<file path="src/rtl/eihc_pkg.sv">
package eihc_pkg;

  // Frame length limit and counter width
  localparam int unsigned MAX_FRAME_BYTES = 65536;
  localparam int unsigned POS_W           = 17;

  // Fixed header offsets (bytes from frame start)
  localparam logic [POS_W-1:0] OFS_ETYPE_HI = POS_W'(12);
  localparam logic [POS_W-1:0] OFS_ETYPE_LO = POS_W'(13);
  localparam logic [POS_W-1:0] OFS_VER_IHL  = POS_W'(14);
  localparam logic [POS_W-1:0] OFS_TTL      = POS_W'(22);
  localparam logic [POS_W-1:0] OFS_PROTO    = POS_W'(23);
  localparam logic [POS_W-1:0] OFS_SRC_LO   = POS_W'(26);
  localparam logic [POS_W-1:0] OFS_SRC_HI   = POS_W'(29);
  localparam logic [POS_W-1:0] OFS_DST_LO   = POS_W'(30);
  localparam logic [POS_W-1:0] OFS_DST_HI   = POS_W'(33);
  localparam logic [POS_W-1:0] ETH_HDR_LEN  = POS_W'(14);
  localparam logic [POS_W-1:0] MAX_LEN      = POS_W'(MAX_FRAME_BYTES);

  // Length minimums
  localparam logic [POS_W-1:0] IP_MIN_HDR   = POS_W'(20);
  localparam logic [POS_W-1:0] TCP_MIN_HDR  = POS_W'(20);
  localparam logic [POS_W-1:0] UDP_MIN_HDR  = POS_W'(8);
  localparam logic [3:0]       IP_VERSION4  = 4'd4;

  // EtherTypes and IP protocols
  localparam logic [15:0] ETYPE_IPV4 = 16'h0800;
  localparam logic [15:0] ETYPE_ARP  = 16'h0806;
  localparam logic [15:0] ETYPE_IPV6 = 16'h86DD;
  localparam logic [7:0]  PROTO_ICMP = 8'd1;
  localparam logic [7:0]  PROTO_TCP  = 8'd6;
  localparam logic [7:0]  PROTO_UDP  = 8'd17;

  // Frame class codes
  localparam logic [2:0] CLS_REJECT  = 3'd0;
  localparam logic [2:0] CLS_TCP     = 3'd1;
  localparam logic [2:0] CLS_UDP     = 3'd2;
  localparam logic [2:0] CLS_ICMP    = 3'd3;
  localparam logic [2:0] CLS_IPV4    = 3'd4;
  localparam logic [2:0] CLS_ARP     = 3'd5;
  localparam logic [2:0] CLS_IPV6    = 3'd6;
  localparam logic [2:0] CLS_OTHER   = 3'd7;

  // Result item, first field in the highest bits
  typedef struct packed {
    logic [POS_W-1:0] frame_length;
    logic [15:0]      destination_port;
    logic [15:0]      source_port;
    logic             ports_valid;
    logic [7:0]       time_to_live;
    logic [31:0]      destination_address;
    logic [31:0]      source_address;
    logic             addresses_valid;
    logic             decoded;
    logic [2:0]       frame_class;
    logic             accepted;
  } result_t;

endpackage

</file>
<file path="src/rtl/ethernet_ipv4_header_classifier.sv">
// Ethernet / IPv4 header classifier.
// Input channel (in_*): one frame byte per item in in_tdata, in_tlast on the
// final byte of a frame. Output channel (out_*): one 128-bit classification
// item per frame, issued for the byte that carries in_tlast.
// Header fields are captured at their byte offsets as bytes stream past; the
// transport offsets follow the captured IHL. The classification is formed in
// the same cycle as the last byte and registered into the result register,
// or into the skid register while the result register waits on out_tready.
// Throughput: one byte per cycle, frames may follow back to back. A result
// register plus one skid register sit on the output; in_tready drops only
// while the skid register is occupied, i.e. after a frame has ended while the
// previous result was still waiting on out_tready.
// Reset (rst_n low, synchronous): byte counter and captured fields clear,
// both output registers empty. Frame length saturates at MAX_FRAME_BYTES;
// bytes past it are neither counted nor captured.
module ethernet_ipv4_header_classifier
  import eihc_pkg::*;
(
  input  logic         clk,
  input  logic         rst_n,
  input  logic         in_tvalid,
  output logic         in_tready,
  input  logic [7:0]   in_tdata,   // [7:0] frame_byte
  input  logic         in_tlast,   // frame_end
  output logic         out_tvalid,
  input  logic         out_tready,
  // [0] accepted, [3:1] frame_class, [4] decoded, [5] addresses_valid,
  // [37:6] source_address, [69:38] destination_address, [77:70] time_to_live,
  // [78] ports_valid, [94:79] source_port, [110:95] destination_port,
  // [127:111] frame_length
  output logic [127:0] out_tdata
);

  // Frame state
  logic [POS_W-1:0] pos_r, pos_nxt, cap_pos;
  logic [15:0]      etype_r, etype_nxt, cap_etype;
  logic [7:0]       vihl_r, vihl_nxt, cap_vihl;
  logic [7:0]       proto_r, proto_nxt, cap_proto;
  logic [7:0]       ttl_r, ttl_nxt, cap_ttl;
  logic [31:0]      src_r, src_nxt, cap_src;
  logic [31:0]      dst_r, dst_nxt, cap_dst;
  logic [7:0]       tcpofs_r, tcpofs_nxt, cap_tcpofs;
  logic [15:0]      sport_r, sport_nxt, cap_sport;
  logic [15:0]      dport_r, dport_nxt, cap_dport;

  // Output registers
  result_t out_r, skid_r, res;
  logic    out_valid_r, skid_valid_r;

  logic             in_fire, res_fire, out_free;
  logic [5:0]       ip_len_cur;
  logic [POS_W-1:0] tport;
  logic [POS_W-1:0] pay, hl, tl, th;
  logic             ipv4_ok;

  assign in_tready = !skid_valid_r;
  assign in_fire   = in_tvalid && in_tready;
  assign res_fire  = in_fire && in_tlast;
  assign out_free  = !out_valid_r || out_tready;

  assign ip_len_cur = {vihl_r[3:0], 2'b00};
  assign tport      = ETH_HDR_LEN + POS_W'(ip_len_cur);

  // Capture the current byte at its offset
  always_comb begin
    cap_pos    = pos_r;
    cap_etype  = etype_r;
    cap_vihl   = vihl_r;
    cap_proto  = proto_r;
    cap_ttl    = ttl_r;
    cap_src    = src_r;
    cap_dst    = dst_r;
    cap_tcpofs = tcpofs_r;
    cap_sport  = sport_r;
    cap_dport  = dport_r;
    if (pos_r < MAX_LEN) begin
      cap_pos = pos_r + POS_W'(1);
      if (pos_r == OFS_ETYPE_HI) begin
        cap_etype = {in_tdata, etype_r[7:0]};
      end else if (pos_r == OFS_ETYPE_LO) begin
        cap_etype = {etype_r[15:8], in_tdata};
      end else if (pos_r == OFS_VER_IHL) begin
        cap_vihl = in_tdata;
      end else if (pos_r == OFS_TTL) begin
        cap_ttl = in_tdata;
      end else if (pos_r == OFS_PROTO) begin
        cap_proto = in_tdata;
      end else if (pos_r >= OFS_SRC_LO && pos_r <= OFS_SRC_HI) begin
        cap_src = {src_r[23:0], in_tdata};
      end else if (pos_r >= OFS_DST_LO && pos_r <= OFS_DST_HI) begin
        cap_dst = {dst_r[23:0], in_tdata};
      end
      // Transport fields follow the IP header length
      if (pos_r > OFS_VER_IHL && POS_W'(ip_len_cur) >= IP_MIN_HDR) begin
        if (pos_r == tport) begin
          cap_sport = {in_tdata, sport_r[7:0]};
        end else if (pos_r == tport + POS_W'(1)) begin
          cap_sport = {sport_r[15:8], in_tdata};
        end else if (pos_r == tport + POS_W'(2)) begin
          cap_dport = {in_tdata, dport_r[7:0]};
        end else if (pos_r == tport + POS_W'(3)) begin
          cap_dport = {dport_r[15:8], in_tdata};
        end else if (pos_r == tport + POS_W'(12)) begin
          cap_tcpofs = in_tdata;
        end
      end
    end
  end

  // Classify from the captured fields
  assign pay = cap_pos - ETH_HDR_LEN;
  assign hl  = POS_W'({cap_vihl[3:0], 2'b00});
  assign tl  = pay - hl;
  assign th  = POS_W'({cap_tcpofs[7:4], 2'b00});
  assign ipv4_ok = pay >= IP_MIN_HDR && cap_vihl[7:4] == IP_VERSION4 &&
                   hl >= IP_MIN_HDR && hl <= pay;

  always_comb begin
    res              = '0;
    res.frame_length = cap_pos;
    if (cap_pos >= ETH_HDR_LEN) begin
      if (cap_etype == ETYPE_IPV4) begin
        if (ipv4_ok) begin
          res.decoded             = 1'b1;
          res.addresses_valid     = 1'b1;
          res.source_address      = cap_src;
          res.destination_address = cap_dst;
          res.time_to_live        = cap_ttl;
          if (cap_proto == PROTO_TCP) begin
            res.frame_class = CLS_TCP;
            res.ports_valid = tl >= TCP_MIN_HDR && th >= TCP_MIN_HDR && th <= tl;
          end else if (cap_proto == PROTO_UDP) begin
            res.frame_class = CLS_UDP;
            res.ports_valid = tl >= UDP_MIN_HDR;
          end else if (cap_proto == PROTO_ICMP) begin
            res.frame_class = CLS_ICMP;
          end else begin
            res.frame_class = CLS_IPV4;
          end
          if (res.ports_valid) begin
            res.source_port      = cap_sport;
            res.destination_port = cap_dport;
          end
        end else begin
          res.frame_class = CLS_REJECT;
        end
      end else if (cap_etype == ETYPE_ARP) begin
        res.frame_class = CLS_ARP;
        res.decoded     = 1'b1;
      end else if (cap_etype == ETYPE_IPV6) begin
        res.frame_class = CLS_IPV6;
      end else begin
        res.frame_class = CLS_OTHER;
      end
    end
    res.accepted = res.frame_class != CLS_REJECT;
  end

  // Advance frame state; clear it after the last byte
  always_comb begin
    pos_nxt    = pos_r;
    etype_nxt  = etype_r;
    vihl_nxt   = vihl_r;
    proto_nxt  = proto_r;
    ttl_nxt    = ttl_r;
    src_nxt    = src_r;
    dst_nxt    = dst_r;
    tcpofs_nxt = tcpofs_r;
    sport_nxt  = sport_r;
    dport_nxt  = dport_r;
    if (res_fire) begin
      pos_nxt    = '0;
      etype_nxt  = '0;
      vihl_nxt   = '0;
      proto_nxt  = '0;
      ttl_nxt    = '0;
      src_nxt    = '0;
      dst_nxt    = '0;
      tcpofs_nxt = '0;
      sport_nxt  = '0;
      dport_nxt  = '0;
    end else if (in_fire) begin
      pos_nxt    = cap_pos;
      etype_nxt  = cap_etype;
      vihl_nxt   = cap_vihl;
      proto_nxt  = cap_proto;
      ttl_nxt    = cap_ttl;
      src_nxt    = cap_src;
      dst_nxt    = cap_dst;
      tcpofs_nxt = cap_tcpofs;
      sport_nxt  = cap_sport;
      dport_nxt  = cap_dport;
    end
  end

  always_ff @(posedge clk) begin
    if (!rst_n) begin
      pos_r    <= '0;
      etype_r  <= '0;
      vihl_r   <= '0;
      proto_r  <= '0;
      ttl_r    <= '0;
      src_r    <= '0;
      dst_r    <= '0;
      tcpofs_r <= '0;
      sport_r  <= '0;
      dport_r  <= '0;
    end else begin
      pos_r    <= pos_nxt;
      etype_r  <= etype_nxt;
      vihl_r   <= vihl_nxt;
      proto_r  <= proto_nxt;
      ttl_r    <= ttl_nxt;
      src_r    <= src_nxt;
      dst_r    <= dst_nxt;
      tcpofs_r <= tcpofs_nxt;
      sport_r  <= sport_nxt;
      dport_r  <= dport_nxt;
    end
  end

  // Output register with skid stage
  always_ff @(posedge clk) begin
    if (!rst_n) begin
      out_valid_r  <= 1'b0;
      skid_valid_r <= 1'b0;
    end else if (out_free) begin
      if (skid_valid_r) begin
        out_valid_r  <= 1'b1;
        skid_valid_r <= 1'b0;
      end else begin
        out_valid_r <= res_fire;
      end
    end else if (res_fire) begin
      skid_valid_r <= 1'b1;
    end
  end

  always_ff @(posedge clk) begin
    if (out_free) begin
      if (skid_valid_r) begin
        out_r <= skid_r;
      end else if (res_fire) begin
        out_r <= res;
      end
    end else if (res_fire) begin
      skid_r <= res;
    end
  end

  assign out_tvalid = out_valid_r;
  assign out_tdata  = out_r;

endmodule

</file>
<file path="config.mk">
export PLATFORM = sky130hd
export DESIGN_NAME = ethernet_ipv4_header_classifier
export DESIGN_NICKNAME = d
export VERILOG_FILES = /design/src/rtl/eihc_pkg.sv /design/src/rtl/ethernet_ipv4_header_classifier.sv
export SDC_FILE = /design/constraint.sdc
export NUM_CORES = 1
export LEC_CHECK = 0
export BUFFER_PORTS_ARGS = -buffer_cell sky130_fd_sc_hd__buf_2
export CAP_MARGIN = 40
export CORE_ASPECT_RATIO = 1.25
export CORE_UTILIZATION = 61
export DETAILED_ROUTE_END_ITERATION = 6
export PLACE_DENSITY = 0.79
export SETUP_SLACK_MARGIN = 0.05
export SLEW_MARGIN = 20
export SYNTH_ARGS = -nofsm -noshare
export SYNTH_HDL_FRONTEND = slang
export SYNTH_SLANG_ARGS = --single-unit
</file>
<file path="constraint.sdc">
create_clock -name clk -period 8.2 [get_ports clk]
set_input_delay 0.41 -clock clk [delete_from_list [all_inputs] [get_ports clk]]
set_output_delay 0.41 -clock clk [all_outputs]
set_load 0.005 [all_outputs]
</file>
==> run_results.csv <==
group,metric,value,unit
logic_synthesis,synth_edf_count,256,
floorplanning,die_w,165,um
floorplanning,row_count,74,
status,status,"completed",
clocking,numCtsBuffers,40,
critical_path,slowest_delay,0.75,ns
place,gp_congestion,0.914,
clocking,cts_root_buf,"clkbuf_16",
clocking,clk_pin_slew,0.06,ns
sta,rsz0062_at_grt,"false",
clocking,ctsLongestPathBuffers,3,
floorplanning,die_y,206,um
logic_synthesis,ys_ff_latch,415,
sta,setup_viol,0,
critical_path,r2r_slack,1.95,ns
drt,routed-via-count,15234,
place,portBuffers,142,
critical_path,startpoint_type,"flop",
critical_path,worst-path-buf-inv,2,
floorplanning,initial_core_util,0.620,
power_and_ir_drop,p_leak,7.43,nW
floorplanning,core,32700,sq um
power_and_ir_drop,vdd_drop_max,0.200,mV
drt,ant_nets,0,
logic_synthesis,synthesis.area,20200,sq um
critical_path,crit_path_max_fanout,59,
sta,holdWs,0.112,ns
critical_path,critPathKind,"flop to flop",
logic_synthesis,ys.flop_type,"edfxtp_1",
layout,fillers,2406,
floorplanning,die_area,33900,sq um
global_routing,grt_use_total,0.285,
drt,viasPerCell,6.21,
sta,min_period,6.25,ns
logic_synthesis,yosys.area.top_type,"edfxtp_1",
logic_synthesis,synth.area.top_cells,"edfxtp_1, dfxtp_1, nand2_1",
clocking,post_cts.repair.setup_buffers,0,
logic_synthesis,async_reset_ff_frac,0,
logic_synthesis,yosys_warnings,0,
drt,routed_wl,48.2,mm
critical_path,crit-reg2reg-launch,"pos_r[1]",
critical_path,critical_path.top_delay_family,"simple AND/OR/NAND/NOR gates",
critical_path,endpoint_kind,"flop",
critical_path,crit_path_end,"out_tdata[8]",
critical_path,required,8.46,ns
sta,fin_crit_sh,0.762,
logic_synthesis,synth.net_count,1985,
critical_path,cp_slowest_cell,"nor4_4",
critical_path,arrival,6.50,ns
sta,relSlewSlack,0.429,
clocking,postCtsHoldBufs,0,
clocking,cts_tree,"built",
job,maxCapViolations,0,
sta,tns,0,ns
drt,dr.pass1.iters,5,
global_routing,first_global_vias,14463,
critical_path,path_cells,"inv_1 -> ha_1 -> nor2b_1 -> a21o_1 -> ha_1 -> nand2b_1 -> mux2i_1 -> nor2_1 -> ha_1 -> nor2b_1 -> o21ai_0 -> nand2b_1 -> a21oi_1 -> a21boi_0 -> o22ai_1 -> nor4_4 -> nor2_1 -> nand2_4 -> buf_4 -> o31ai_1",
layout,fin_util,0.690,
clocking,htree_levels,2,
logic_synthesis,yosys.cell_types.count,83,
layout,final_area,22500,sq um
critical_path,ff2ff_path_depth,20,
logic_synthesis,syn_area_per_cell,10.4,sq um
global_routing,grt_max_degree,107,
global_routing,antenna_found_initial,0,
critical_path,path_depth,20,
layout,antenna_cells,0,
critical_path,startpoint,"pos_r[1]",
critical_path,critPathMostFrequentCell,"ha_1",
layout,nNetsFinal,2038,
clocking,cts_sinks,415,
global_routing,grt_pass1_wl,75.9,mm
layout,syn2layout_area_growth,11.3,%
logic_synthesis,synth_top_area_share,0.380,
floorplanning,ios,143,
sta,final_max_slew_viol_count,0,
min_path,worstHoldPathType,"primary input to flop",
global_routing,overflow,0,
place,dpl_cell_area,21200,sq um
sta,final-hold-violation-count,0,
drt,drc,0,
min_path,min_from,"rst_n",
place,hpwl,30.2,mm
critical_path,r2r_end,"out_tdata[8]",
layout,mostFrequentLayoutCell,"nand2_1",
drt,post_drt_wl_per_cell,19.6,um
power_and_ir_drop,cellPowerDensity,192,nW/um^2
sta,clock_skew,0.0166,ns
clocking,insertion_delay,0.55,ns
layout,drive_gt1_frac,0.167,
layout,final_cell_mix,"nand2_1, edfxtp_1, nor2_1",
clocking,cts_resized,0,
drt,drtIter0Drc,1371,
sta,tightest_slew,0.851,ns
sta,clock.fmax,160,MHz
logic_synthesis,yosysSeqAreaShare,0.537,
logic_synthesis,syn_inst,1953,
## registers in the layout, indices dropped and copies added, names as in the netlist
signal and flops:
out_tdata 128, skid_r 128, dst_r 32, src_r 32, pos_r 17, dport_r 16, etype_r 16, sport_r 16
proto_r 8, ttl_r 8, vihl_r 8, tcpofs_r 4, out_tvalid 1, skid_valid_r 1
## synth_stat cells (all sizes together) (12+ instances only)
| library cell | count |
|---|---|
| nor4b | 12 |
| nand4 | 16 |
| clkbuf | 108 |
| buf | 49 |
| o311ai | 33 |
| o2111ai | 25 |
| nor4 | 13 |
| o31ai | 78 |
| mux2 | 43 |
| or3 | 14 |
| nand2 | 340 |
| a211oi | 59 |
| inv | 49 |
| or4 | 12 |
| xnor2 | 29 |
| a21oi | 119 |
| nand3 | 20 |
| o21ai | 35 |
| ha | 18 |
| edfxtp | 256 |
| mux2i | 123 |
| nor2 | 185 |
| dfxtp | 159 |
| nor3 | 29 |
## how the worst min path moves through the flow
| stage | to | slack (ns) | cells after the start |
|---|---|---|---|
| floorplan | etype_r[14] | 0.43 | 2 |
| global placement | etype_r[13] | 0.43 | 2 |
| detailed placement | etype_r[13] | 0.44 | 2 |
| CTS | skid_valid_r | 0.1 | 3 |
| global route | skid_valid_r | 0.13 | 3 |
| finish | skid_valid_r | 0.11 | 3 |
## worst register-to-register path, stage by stage (launching register included)
cell	delay (ns)
dfxtp_1	0.58
inv_1	0.18
ha_1	0.33
nor2b_1	0.18
a21o_1	0.18
ha_1	0.25
nand2b_1	0.07
mux2i_1	0.56
nor2_1	0.19
ha_1	0.35
nor2b_1	0.15
o21ai_0	0.16
nand2b_1	0.11
a21oi_1	0.23
a21boi_0	0.23
o22ai_1	0.13
nor4_4	0.75
nor2_1	0.27
nand2_4	0.27
buf_4	0.56
o31ai_1	0.23
## per-stage QoR
stage / power, mW / setup WS (ns) / cells
finish: 4.33 / 1.95 / 2455
floorplan: 2.44 / 1.28 / 1953
global route: 4.45 / 1.44 / 2455
detailed placement: 2.52 / 2.11 / 2382
global placement: 2.51 / 2.40 / 2373
CTS: 4.35 / 2.01 / 2455
## report_power, final
| part | switching [mW] | internal (mW) | total, mW | leakage, nW |
|---|---|---|---|---|
| logic | 0.141 | 0.0703 | 0.212 | 3.34 |
| clock network | 0.784 | 1.07 | 1.85 | 0.655 |
| registers | 0.0197 | 2.25 | 2.27 | 3.43 |
| total | 0.945 | 3.38 | 4.33 | 7.43 |
## final cells by class
type / count / area, sq um / share of cell area
multi-input combinational: 1331 / 8580 / 0.381
inverter: 50 / 188 / 0.00833
tap: 418 / 523 / 0.0232
clock buffer: 64 / 1230 / 0.0548
clock inverter: 9 / 85.1 / 0.00378
sequential: 415 / 10900 / 0.483
timing repair buffer: 168 / 1050 / 0.0465
## routing by layer
layer  wire length, um  part of all wire  track usage
met4              1820             0.038        0.126
met3              2640             0.055       0.0373
met5                 0                 0            0
met2             23700              0.49        0.479
met1             20000              0.42        0.365
## logic make-up (layout without fill, tap and decap cells)
family | Yosys count | in the layout | synth area share
adder cells (fa/ha/maj) | 19 | 19 | 0.0121
buffers and inverters | 207 | 291 | 0.0426
XOR/XNOR | 38 | 38 | 0.0164
flip-flops | 415 | 415 | 0.537
AO/OA/AOI/OAI | 403 | 403 | 0.147
AND/OR/NAND/NOR | 705 | 705 | 0.160
multiplexers | 166 | 166 | 0.0849
(Power assumes the default switching activity.)
